File: src/rtl/core/tsa_pkg.sv
// package with shared types and constants of the tunnel spi allocator
`timescale 1ns / 1ps
package tsa_pkg;
   localparam int ENTRIES_DEF  = 64;
   localparam int REF_BITS_DEF = 16;
   localparam int SPI_W        = 32;
   localparam int ADDR_W       = 64;

   localparam logic [1:0] OP_LOOKUP  = 2'd0;
   localparam logic [1:0] OP_ACQUIRE = 2'd1;
   localparam logic [1:0] OP_RELEASE = 2'd2;

   localparam logic [2:0] ST_FOUND     = 3'd0;
   localparam logic [2:0] ST_ALLOC     = 3'd1;
   localparam logic [2:0] ST_NOTFOUND  = 3'd2;
   localparam logic [2:0] ST_EXHAUSTED = 3'd3;
   localparam logic [2:0] ST_RELEASED  = 3'd4;
   localparam logic [2:0] ST_REMOVED   = 3'd5;

   localparam logic REG_SPI_MIN = 1'b0;
   localparam logic REG_SPI_MAX = 1'b1;

   typedef enum logic [1:0] {
      FSM_IDLE,
      FSM_LOOK,
      FSM_SEARCH,
      FSM_RESP
   } fsm_type;

   typedef enum logic [1:0] {
      CMD_NONE,
      CMD_INC,
      CMD_DEC,
      CMD_ALLOC
   } cmd_type;

   // broadcast to every cell
   typedef struct packed {
      cmd_type            cmd;
      logic [ADDR_W-1:0]  key_hi;
      logic [ADDR_W-1:0]  key_lo;
      logic [SPI_W-1:0]   cand;
   } ctrl_type;

   // accumulated from cell to cell
   typedef struct packed {
      logic               hit;
      logic [SPI_W-1:0]   spi;
      logic               last_ref;
      logic               used;
      logic               free;
   } link_type;
endpackage

File: src/rtl/core/tsa_cell.sv
// one table slot: address, spi and reference count, chained to its neighbor
`timescale 1ns / 1ps
module tsa_cell
   import tsa_pkg::*;
#(
   parameter int REF_BITS = REF_BITS_DEF
) (
   input  logic     clock,
   input  logic     reset,
   input  ctrl_type ctrl,
   input  link_type link_in,
   output link_type link_out
);
   logic                valid_ff, valid_in;
   logic [ADDR_W-1:0]   hi_ff, hi_in, lo_ff, lo_in;
   logic [SPI_W-1:0]    spi_ff, spi_in;
   logic [REF_BITS-1:0] refs_ff, refs_in;
   logic                hit, used, sel;

   assign hit  = valid_ff && hi_ff == ctrl.key_hi && lo_ff == ctrl.key_lo;
   assign used = valid_ff && spi_ff == ctrl.cand;
   // lowest free slot: no free cell before this one
   assign sel  = !valid_ff && !link_in.free;

   assign link_out.hit      = link_in.hit | hit;
   assign link_out.spi      = link_in.spi | (hit ? spi_ff : '0);
   assign link_out.last_ref = link_in.last_ref | (hit && refs_ff <= REF_BITS'(1));
   assign link_out.used     = link_in.used | used;
   assign link_out.free     = link_in.free | !valid_ff;

   always_comb begin
      valid_in = valid_ff;
      hi_in    = hi_ff;
      lo_in    = lo_ff;
      spi_in   = spi_ff;
      refs_in  = refs_ff;
      case (ctrl.cmd)
         CMD_INC: begin
            if (hit && refs_ff != {REF_BITS{1'b1}}) refs_in = refs_ff + REF_BITS'(1);
         end
         CMD_DEC: begin
            if (hit) begin
               if (refs_ff <= REF_BITS'(1)) begin
                  valid_in = 1'b0;
                  refs_in  = '0;
               end else begin
                  refs_in = refs_ff - REF_BITS'(1);
               end
            end
         end
         CMD_ALLOC: begin
            if (sel) begin
               valid_in = 1'b1;
               hi_in    = ctrl.key_hi;
               lo_in    = ctrl.key_lo;
               spi_in   = ctrl.cand;
               refs_in  = REF_BITS'(1);
            end
         end
         default: begin
         end
      endcase
   end

   always_ff @(posedge clock) begin
      if (reset) valid_ff <= 1'b0;
      else       valid_ff <= valid_in;
      hi_ff   <= hi_in;
      lo_ff   <= lo_in;
      spi_ff  <= spi_in;
      refs_ff <= refs_in;
   end
endmodule

File: config.mk
export PLATFORM = sky130hd
export DESIGN_NAME = tsa_cell
export DESIGN_NICKNAME = d
export VERILOG_FILES = /design/src/rtl/core/tsa_pkg.sv /design/src/rtl/core/tsa_cell.sv
export SDC_FILE = /design/constraint.sdc
export NUM_CORES = 1
export LEC_CHECK = 0
export BUFFER_PORTS_ARGS = -buffer_cell sky130_fd_sc_hd__clkbuf_2
export CAP_MARGIN = 30
export CELL_PAD_IN_SITES_DETAIL_PLACEMENT = 1
export CELL_PAD_IN_SITES_GLOBAL_PLACEMENT = 2
export CORE_ASPECT_RATIO = 1.5
export CORE_UTILIZATION = 35
export DETAILED_ROUTE_END_ITERATION = 10
export PLACE_DENSITY = 0.83
export SLEW_MARGIN = 30
export SYNTH_ARGS = -nofsm -noshare
export SYNTH_HDL_FRONTEND = slang
export SYNTH_SLANG_ARGS = --single-unit
File: constraint.sdc
create_clock -name clock -period 17.5 [get_ports clock]
set_input_delay 1.75 -clock clock [delete_from_list [all_inputs] [get_ports clock]]
set_output_delay 1.75 -clock clock [all_outputs]
set_load 0.03 [all_outputs]
==> key figures <==
Placement
  • DP HPWL: 16400 µm
  • PortBufs: 235
  • Final GP Congestion: 0.784

Min path
  • Hold_sp: valid_ff
  • Worst hold path type: reg -> reg

Timing
  • Setup TNS: 0 ps
  • Final count of negative-setup-slack endpoints: 0
  • Setup Skew: 13.9 ps
  • Fin crit share: 34.6%
  • Slew Limit Headroom: 29.5%
  • Fmax: 165 MHz
  • Fin crit period: 6050 ps
  • Worst slew pin tran: 1060 ps
  • Slew Limit Fails: 0
  • RSZ-0062 raised after global routing: false
  • Final Hold Fails: 0

Setup path
  • CP startpoint: ctrl[96]
  • RR Startpoint: hi_ff[0]
  • Setup Crit Path Kind: in -> out
  • WP data required: 15750 ps
  • Worst EP arrival: 4300 ps
  • Crit Path Max Fanout: 2
  • Crit path launch type: input port
  • Crit. End Element: output pin

Yosys
  • Ys async rst share: 0%
  • Seq/Total Area, Yosys: 62.9%
  • Syn avg cell area: 13.3 µm²
  • Synthesis Warnings: 0
  • Synth area leader: edfxtp_1
  • Number of flops mapped to enable cells by yosys: 176
  • Ys flop type: edfxtp_1
  • Share of the synthesized area in the top cell type: 62.7%
  • Syn Inst Count: 635
  • Synth Register Bits: 177
  • Syn nets: 838
  • Most frequent cell after synthesis: edfxtp_1
  • Synth area leaders: edfxtp_1 (63%), xnor2_1 (7.8%), xor2_1 (5.4%)
  • Yosys cell types: 46
  • Top cells by count, synth: edfxtp_1 (176), xnor2_1 (75), xor2_1 (52)
  • Mapped Area: 0.00844 mm²

Floorplanning
  • Die X-Extent: 129 µm
  • Die Ht: 192 µm
  • Core box area: 0.0237 mm²
  • Initial Utilization: 35.7%
  • Die area: 0.0247 mm²
  • Ports: 236
  • Rows: 69

Power and ir drop
  • NetSw: 0.236 mW
  • Pwr dens: 94.4 mW/mm²
  • Peak supply drop: 0.0000653 V
  • Clock power frac: 42.2%
  • Static leakage: 4.17 nW
  • Comb pwr share: 9.1%
  • Sw Ratio: 23.5%
  • Overall power: 1.00 mW
  • Flop pwr share: 48.7%
  • Internal Power: 0.767 mW

Final layout
  • Share of cells above drive strength 1: 31.1%
  • Area grow syn2layout: 25.9%
  • Nets: 1078

Detailed routing
  • Initial drt markers: 265
  • Final WL: 21500 µm
  • Wire per inst: 17.8 µm
  • Vias/cell: 4.90
  • DR vias: 5914
  • Pre-Repair DR Iteration Count: 4
  • DRC viols: 0
  • ANT nets after route: 0

Clock network
  • # H-tree levels: 4
  • CTS sink cnt: 177
  • Post-CTS Setup Repair Bufs: 0
  • Clk Latency, worst-skew pair: 440 ps
  • CTS Hold Bufs: 0
  • Total CTS buffers: 17
  • CTS tree: done
  • Post-CTS Resized: 0
  • CTS Root Cell: clkbuf_16
  • CTS clk-pin slew, worst paths: 70 ps
  • CTS Buffer Depth: 2

Global route
  • First-pass GRT wire length: 32800 µm
  • Gr ovfl total: 0
  • Vias in the first global route: 6345
  • GRT Total Usage: 17.9%
  • Initial antenna violation count: 0
  • Largest net degree at the start of global routing: 161

Outcome
  • Status: finished clean

Run
  • Max Cap Viol: 0
## kinds of logic after synthesis
kind of cell	Yosys count	synth area share, %
buffers and inverters	57	2.71
adder cells (fa/ha/maj)	3	0.445
XOR/XNOR	127	13.2
AND/OR/NAND/NOR	167	11.4
flip-flops	177	62.9
AO/OA/AOI/OAI	103	9.26
multiplexers	1	0.119
## registers in the layout, indices dropped and copies added (netlist names)
signal,count
valid_ff,1
spi_ff,32
lo_ff,64
hi_ff,64
refs_ff,16
## layout make-up
class	instances	area [µm²]
timing repair buffer	237	1200
clock buffer	17	425
tap	319	399
fill	2581	13000
multi-input combinational	401	2910
sequential	177	5310
antenna	1	2.50
clock inverter	15	220
inverter	41	154
## layout by cell type, fill, tap and decap left out, types with 6 or more instances in the layout
| cell type | Yosys | layout |
|---|---|---|
| nor2_1 | 23 | 23 |
| nand4_1 | 25 | 25 |
| xnor2_1 | 75 | 75 |
| inv_6 | 0 | 6 |
| o2111ai_1 | 12 | 12 |
| nand2b_1 | 32 | 32 |
| nand2_1 | 17 | 17 |
| edfxtp_1 | 176 | 176 |
| nor4_1 | 20 | 20 |
| clkbuf_16 | 0 | 17 |
| a21o_1 | 35 | 35 |
| o22ai_1 | 20 | 20 |
| xor2_1 | 52 | 52 |
| inv_1 | 41 | 41 |
| nor2b_1 | 22 | 22 |
| clkbuf_2 | 0 | 235 |
## worst paths after layout
path                            slack [ps]            to  depth (start not counted)
worst max register to register       14010    refs_ff[5]                          6
worst min register to register         670      valid_ff                          2
worst min-delay path                   670      valid_ff                          2
worst max-delay path                 11450  link_out[35]                          8
## metal layers
metal	GRT usage [%]	vias up	wire length [µm]
met4	6.92	0	312
met5	0	-	0
met1	19.1	2912	8110
met2	33.0	126	12100
met3	4.99	16	1030
li1	-	2860	-
## per-stage QoR
step / setup slack [ps] / instance area [µm²] / utilization, % / std cells / hold slack (ps)
6_report: 11450 / 10600 / 44.9 / 1208 / 673
5_1_grt: 11220 / 10600 / 44.9 / 1207 / 716
4_1_cts: 11140 / 10600 / 44.9 / 1207 / 684
3_5_place_dp: 11140 / 9970 / 42.2 / 1175 / 674
3_3_place_gp: 11240 / 9970 / 42.2 / 1175 / 653
2_1_floorplan: 3900 / 8440 / - / 635 / 528
## critical path, cell delays in order
cell	delay, ps
clkbuf_2	100
xnor2_1	140
o221ai_1	140
a2111oi_1	740
nand4_1	350
nor4_1	670
or2_2	220
clkbuf_2	190
## power by group through the flow
stage | combinational [mW] | sequential, mW | clock, mW
floorplan | 0.0486 | 0.500 | 0
global placement | 0.0904 | 0.498 | 0
detailed placement | 0.0924 | 0.498 | 0
CTS | 0.0932 | 0.489 | 0.434
global route | 0.101 | 0.490 | 0.446
finish | 0.0912 | 0.489 | 0.423
(Power assumes the default switching activity.)
